===== config.mk =====
export PLATFORM = sky130hd
export DESIGN_NAME = brf_ctrl
export DESIGN_NICKNAME = d
export VERILOG_FILES = /design/src/rtl/brf_pkg.sv /design/src/rtl/brf_ctrl.sv
export SDC_FILE = /design/constraint.sdc
export NUM_CORES = 1
export LEC_CHECK = 0
export ABC_AREA = 1
export BUFFER_PORTS_ARGS = -buffer_cell sky130_fd_sc_hd__buf_4
export CAP_MARGIN = 20
export CORE_AREA = 2 2 39 41
export CTS_CLUSTER_SIZE = 20
export DETAILED_ROUTE_END_ITERATION = 12
export DIE_AREA = 0 0 41 43
export GPL_TIMING_DRIVEN = 1
export SYNTH_ARGS = -nofsm -noshare
export SYNTH_HDL_FRONTEND = slang
export SYNTH_SLANG_ARGS = --single-unit
export TNS_END_PERCENT = 20

===== constraint.sdc =====
create_clock -name clk -period 1.29 [get_ports clk]
set_input_delay 0.1935 -clock clk [delete_from_list [all_inputs] [get_ports clk]]
set_output_delay 0.1935 -clock clk [all_outputs]
set_load 0.005 [all_outputs]

===== src/rtl/brf_pkg.sv =====
// Shared types and constants for the byte ring FIFO.
package brf_pkg;

  localparam int DEPTH  = 64;
  localparam int PTR_W  = $clog2(DEPTH);
  localparam int SIZE_W = 7;
  localparam int LVL_W  = 6;
  localparam int BYTE_W = 8;
  localparam int ACT_W  = 2;
  localparam int STS_W  = 2;

  typedef enum logic [ACT_W-1:0] {
    ACT_WRITE = 2'd0,
    ACT_READ  = 2'd1,
    ACT_CLEAR = 2'd2,
    ACT_DRAIN = 2'd3
  } brf_act_t;

  typedef enum logic [STS_W-1:0] {
    ST_OK    = 2'd0,
    ST_FULL  = 2'd1,
    ST_EMPTY = 2'd2
  } brf_status_t;

  typedef enum logic [1:0] {
    S_IDLE,
    S_EXEC,
    S_WAIT
  } brf_state_t;

  typedef struct packed {
    logic        load_item;
    logic        wr_en;
    logic        clr;
    logic        rd_issue;
    logic        emit;
    logic        emit_byte;
    brf_status_t status;
    logic        last;
  } brf_cmd_t;

  typedef struct packed {
    brf_act_t act;
    logic     full;
    logic     empty;
    logic     out_free;
  } brf_sts_t;

endpackage


===== src/rtl/brf_ctrl.sv =====
// Controller: sequences each action and drives the datapath.
module brf_ctrl import brf_pkg::*; (
  input  logic     clk,
  input  logic     rst_n,
  input  logic     in_valid,
  output logic     in_ready,
  input  brf_sts_t sts,
  output brf_cmd_t cmd
);

  brf_state_t state_r, state_nxt;

  always_ff @(posedge clk) begin
    if (!rst_n) begin
      state_r <= S_IDLE;
    end else begin
      state_r <= state_nxt;
    end
  end

  always_comb begin
    state_nxt = state_r;
    in_ready  = 1'b0;
    cmd       = '{load_item: 1'b0, wr_en: 1'b0, clr: 1'b0, rd_issue: 1'b0,
                  emit: 1'b0, emit_byte: 1'b0, status: ST_OK, last: 1'b1};
    unique case (state_r)
      S_IDLE: begin
        in_ready = 1'b1;
        if (in_valid) begin
          cmd.load_item = 1'b1;
          state_nxt     = S_EXEC;
        end
      end
      S_EXEC: begin
        unique case (sts.act)
          ACT_WRITE: begin
            if (sts.out_free) begin
              cmd.emit   = 1'b1;
              cmd.status = sts.full ? ST_FULL : ST_OK;
              cmd.wr_en  = !sts.full;
              state_nxt  = S_IDLE;
            end
          end
          ACT_CLEAR: begin
            if (sts.out_free) begin
              cmd.emit  = 1'b1;
              cmd.clr   = 1'b1;
              state_nxt = S_IDLE;
            end
          end
          ACT_READ, ACT_DRAIN: begin
            if (!sts.empty) begin
              cmd.rd_issue = 1'b1;
              state_nxt    = S_WAIT;
            end else if (sts.out_free) begin
              cmd.emit   = 1'b1;
              cmd.status = ST_EMPTY;
              state_nxt  = S_IDLE;
            end
          end
          default: state_nxt = S_IDLE;
        endcase
      end
      S_WAIT: begin
        if (sts.out_free) begin
          cmd.emit      = 1'b1;
          cmd.emit_byte = 1'b1;
          cmd.last      = (sts.act != ACT_DRAIN) || sts.empty;
          if (sts.act == ACT_DRAIN && !sts.empty) begin
            cmd.rd_issue = 1'b1;
          end else begin
            state_nxt = S_IDLE;
          end
        end
      end
      default: state_nxt = S_IDLE;
    endcase
  end

  a_emit_free: assert property (@(posedge clk) disable iff (!rst_n)
    cmd.emit |-> sts.out_free)
    else $error("result loaded over an untaken one");

  a_read_wait: assert property (@(posedge clk) disable iff (!rst_n)
    cmd.rd_issue |=> state_r == S_WAIT)
    else $error("memory read without wait state");

endmodule


---- Word level (Yosys, flattened, before mapping) ----
Cells that the tools add are included.
operators by class
  multiplexer cells ....................... 31
  equality and inequality tests ........... 9
  reductions and logical operators ........ 9
operators by type and width
  operator                                             number
  2-to-1 mux 2 bit                                     9
  2-to-1 mux 1 bit                                     16
  case mux 2 bit (2 select lines)                      3
  inequality test 2 bit, second input constant         4
  equality test 2 bit, second input constant           3
  case mux 2 bit (3 select lines)                      1
  equality test 2 x 1 -> 1 bit, second input constant  2
  zero test 2 bit                                      2
  OR reduction 2 bit                                   2
  2-to-1 mux 3 bit                                     1
  AND reduction 3 bit                                  1
  zero test 1 bit                                      2
  case mux 1 bit (2 select lines)                      1
  logical AND 1 bit                                    1
  logical OR 1 bit                                     1
storage, ports and cells
  logic and storage cells ................. 50
  bits in registers ....................... 2
  output and inout bits ................... 10
  bits of input ports ..................... 8

---- Depth between registers and ports, before layout ----
  depth after elaboration ................. 5
  gate-level depth with buffers ........... 7

---- Worst setup path after synthesis ----
No wires, ideal clock.
  kind .................................... register to output
  start point ............................. reg state_r[0]
  end point ............................... out cmd[5] in the netlist's numbering
  path slack .............................. 123 ps
  cell stages (with the launch flop) ...... 7
  buffers on the path ..................... 0
  data arrival time ....................... 973 ps
  cells stage by stage .................... dfxtp_1 inv_1 ha_1 nand2_1 inv_2 nand3_2 a21oi_2
RTL lines
  item                    line            source
  start, declared         brf_ctrl.sv:11  brf_state_t state_r, state_nxt;
  start signal, assigned  brf_ctrl.sv:17  state_r <= state_nxt;
  end, declared           brf_ctrl.sv:8   output brf_cmd_t cmd

==> impl_metrics.xml <==
<?xml version="1.0" encoding="UTF-8"?>
<metrics>
  <group name="outcome">
    <metric name="status" unit="">finished with violations</metric>
    <metric name="violations" unit="">negative setup slack</metric>
  </group>
  <group name="floorplanning">
    <metric name="design.die.area" unit="mm^2">0.00176</metric>
    <metric name="floorplan.initialDensity" unit="">0.218</metric>
    <metric name="boundary_pin_count" unit="">18</metric>
    <metric name="std_cell_rows" unit="">14</metric>
    <metric name="die_width" unit="um">41</metric>
    <metric name="die_h" unit="um">43</metric>
    <metric name="design.core.area" unit="mm^2">0.00138</metric>
  </group>
  <group name="placed_design">
    <metric name="io_buffers" unit="">17</metric>
    <metric name="hpwl" unit="um">643</metric>
    <metric name="placed_cells_incl_taps" unit="">87</metric>
    <metric name="globalplace.congestion" unit="">0.808</metric>
  </group>
  <group name="critical_path">
    <metric name="crit_path_max_incr_delay" unit="ps">350</metric>
    <metric name="critPathKind" unit="">register to output port</metric>
    <metric name="worst_ep_arrival_time" unit="ps">1200</metric>
    <metric name="end_kind" unit="">output port</metric>
    <metric name="crit_slowest_cell" unit="">sky130_fd_sc_hd__dfxtp_4</metric>
    <metric name="startpoint_types" unit="">register</metric>
    <metric name="timing.critical_path.fanout_max" unit="">4</metric>
    <metric name="required" unit="ps">1100</metric>
    <metric name="crit_path_cell_trace" unit="">inv_4, ha_4, inv_2, nor4_2, buf_4</metric>
    <metric name="timing.reg2reg.setup_slack" unit="ps">120</metric>
  </group>
  <group name="logic_synthesis">
    <metric name="synth_cell_type_count" unit="">16</metric>
    <metric name="yosysTopAreaCellShare" unit="">0.162</metric>
    <metric name="yosys-top-cells-area" unit="">sky130_fd_sc_hd__nand2_1 16%, sky130_fd_sc_hd__dfxtp_1 13%, sky130_fd_sc_hd__ha_1 12%</metric>
    <metric name="number_of_register_bits_inferred_by_synthesis" unit="">2</metric>
    <metric name="synthesized_netlist_net_count" unit="">63</metric>
    <metric name="syn_avg_cell_area" unit="um^2">5.80</metric>
    <metric name="syn_area" unit="um^2">302</metric>
    <metric name="synthDominantAreaCellType" unit="">sky130_fd_sc_hd__nand2_1</metric>
    <metric name="synthCells" unit="">52</metric>
    <metric name="sequential_element_share_of_the_synthesized_area" unit="">0.133</metric>
    <metric name="yosysWarnings" unit="">0</metric>
  </group>
  <group name="clock_network">
    <metric name="cts-buffers-inserted" unit="">3</metric>
    <metric name="tritoncts_clock_tree" unit="">built</metric>
    <metric name="clockBufferDepth" unit="">2</metric>
    <metric name="clock_sink_count" unit="">2</metric>
    <metric name="clockRootBuffer" unit="">sky130_fd_sc_hd__clkbuf_4</metric>
    <metric name="cts_htree_levels" unit="">1</metric>
    <metric name="post_cts_hold_buffer_count" unit="">0</metric>
    <metric name="worstSkewPairLatency" unit="ps">220</metric>
    <metric name="clk_pin_slew" unit="ps">30</metric>
  </group>
  <group name="global_routing">
    <metric name="maximum_number_of_pins_on_one_net_before_global_route_repair" unit="">7</metric>
    <metric name="grt-ovfl-total" unit="">0</metric>
    <metric name="grt_pass1_wl" unit="um">1260</metric>
    <metric name="grt_pass1_vias" unit="">348</metric>
    <metric name="antenna_found_initial" unit="">0</metric>
    <metric name="groute.usage.overall" unit="">0.100</metric>
  </group>
  <group name="routing">
    <metric name="drtIter0Drc" unit="">5</metric>
    <metric name="avg_vias_per_cell" unit="">4.35</metric>
    <metric name="drtAntennaViolNets" unit="">0</metric>
    <metric name="drc_errors" unit="">0</metric>
    <metric name="drt-total-wl" unit="um">784</metric>
    <metric name="count_of_vias_placed_by_the_detailed_router" unit="">400</metric>
    <metric name="routed_wire_length_per_instance" unit="um">8.52</metric>
    <metric name="drt_pre_antenna_iters" unit="">2</metric>
  </group>
  <group name="cells_and_area">
    <metric name="final_layout_size_suffix_gt1_frac" unit="">0.579</metric>
    <metric name="final_cell_count_no_fill" unit="">92</metric>
    <metric name="num-fill-cells" unit="">143</metric>
    <metric name="design.final.nets" unit="">89</metric>
    <metric name="largest_registers" unit="">state_r x2</metric>
    <metric name="largest_register" unit="">state_r</metric>
    <metric name="largest_register_ff_count" unit="">2</metric>
    <metric name="antenna_cells_inserted" unit="">0</metric>
    <metric name="areaGrowthSynthToFinish" unit="%">88.4</metric>
  </group>
  <group name="power">
    <metric name="power.static_leakage" unit="uW">0.000295</metric>
    <metric name="power_per_unit_of_standard_cell_area" unit="mW/mm^2">704</metric>
    <metric name="ir_drop" unit="uV">450</metric>
  </group>
  <group name="worst_hold_path">
    <metric name="hold_path_class" unit="">input pin to register</metric>
  </group>
  <group name="timing">
    <metric name="final_critical_path_setup_slack" unit="ps">-101</metric>
    <metric name="slew_viol_final" unit="">0</metric>
    <metric name="timing.fmax" unit="GHz">0.719</metric>
    <metric name="final_hold_viol_count" unit="">0</metric>
    <metric name="finClkSkew" unit="ps">4.65</metric>
    <metric name="setup_violations" unit="">7</metric>
    <metric name="tightestPinTransition" unit="ps">200</metric>
    <metric name="timing.max_slew.rel_slack" unit="">0.866</metric>
    <metric name="min_period" unit="ps">1390</metric>
    <metric name="rsz0062_at_grt" unit="">true</metric>
    <metric name="min_period_over_period" unit="">1.08</metric>
    <metric name="tns" unit="ps">-417</metric>
  </group>
  <group name="flow_run">
    <metric name="timing.max_cap.violations" unit="">0</metric>
  </group>
</metrics>
-- synthesized netlist by cell type (all sizes together) --
| master | count |
|---|---|
| a21oi | 2 |
| dfxtp | 2 |
| ha | 3 |
| inv | 13 |
| nand2 | 15 |
| nand3 | 7 |
| nand4 | 2 |
| nor2 | 4 |
| nor3 | 1 |
| nor4 | 2 |
| o21bai | 1 |
-- metrics by stage --
| step | cell area [um^2] | utilization | hold slack (ps) | worst slack (ps) | power, uW |
|---|---|---|---|---|---|
| 2_1_floorplan | 302 | - | 314 | 123 | 165 |
| 3_3_place_gp | 464 | 0.335 | 430 | -12.5 | 238 |
| 3_5_place_dp | 464 | 0.335 | 453 | 6.51 | 238 |
| 4_1_cts | 539 | 0.390 | 210 | -114 | 407 |
| 5_1_grt | 568 | 0.410 | 221 | -178 | 436 |
| 6_report | 568 | 0.410 | 213 | -101 | 400 |
-- per-layer routing --
| layer | up-vias | track usage | part of all wire |
|---|---|---|---|
| met1 | 180 | 0.118 | 0.39 |
| met2 | 7 | 0.169 | 0.56 |
| met3 | 0 | 0.0157 | 0.046 |
| li1 | 213 | - | - |
| met5 | - | 0 | 0 |
| met4 | 0 | 0.0400 | 0 |
-- power by group --
group / switching [uW] / total [uW] / internal, uW
registers: 10.8 / 80.5 / 69.7
clock network: 33.3 / 136 / 102
logic: 95.9 / 184 / 87.8
-- cells in the final DEF, fill, tap and decap left out --
master                      n
sky130_fd_sc_hd__nor3_2     1
sky130_fd_sc_hd__nor2_2     1
sky130_fd_sc_hd__nor2_1     3
sky130_fd_sc_hd__ha_4       2
sky130_fd_sc_hd__nand2_4    1
sky130_fd_sc_hd__buf_4     20
sky130_fd_sc_hd__nand3_2    2
sky130_fd_sc_hd__nand4_1    2
sky130_fd_sc_hd__o21bai_1   1
sky130_fd_sc_hd__nand2_2    2
sky130_fd_sc_hd__nand3_1    5
sky130_fd_sc_hd__a21oi_1    1
sky130_fd_sc_hd__ha_1       1
sky130_fd_sc_hd__inv_4      2
sky130_fd_sc_hd__buf_6      1
sky130_fd_sc_hd__dfxtp_4    2
sky130_fd_sc_hd__inv_2      4
sky130_fd_sc_hd__nand2_1   12
sky130_fd_sc_hd__nor4_2     2
sky130_fd_sc_hd__clkbuf_4   3
sky130_fd_sc_hd__a21oi_2    1
sky130_fd_sc_hd__inv_1      7
-- what timing repair did --
item	4_1_cts	5_1_grt
endpoints found under the setup margin	9	8
buffers inserted	0	2
pin swaps	1	4
resized for setup	15	4
-- logic make-up (layout without fill, tap and decap cells) --
group,count (synthesis),count (layout),synth area share
buf+inv,13,37,0.162
fa+ha+maj,3,3,0.124
simple gates,31,31,0.510
compound gates,3,3,0.0705
flops,2,2,0.133
-- final timing paths --
path | start | endpoint | depth (start not counted)
min reg2reg | state_r[0] | state_r[0] | 4
max reg2reg | state_r[0] | state_r[0] | 7
min | rst_n | state_r[0] | 3
max | state_r[1] | cmd[2] | 5
-- critical path, delay by kind of cell, from the launching register on --
kind                     cells  cell delay [ps]
adder cells (fa/ha/maj)      1              150
buffers and inverters        3              270
flip-flops                   1              350
AND/OR/NAND/NOR              1              210
-- cell type report --
type	instances	area [um^2]	area share
Clock buffer	3	22.5	0.0396
Tap cell	16	20.0	0.0352
Inverter	13	53.8	0.0947
Multi-Input combinational cell	37	263	0.463
Timing Repair Buffer	21	161	0.284
Sequential cell	2	47.5	0.0837
Power figures use the tool's default switching activity.
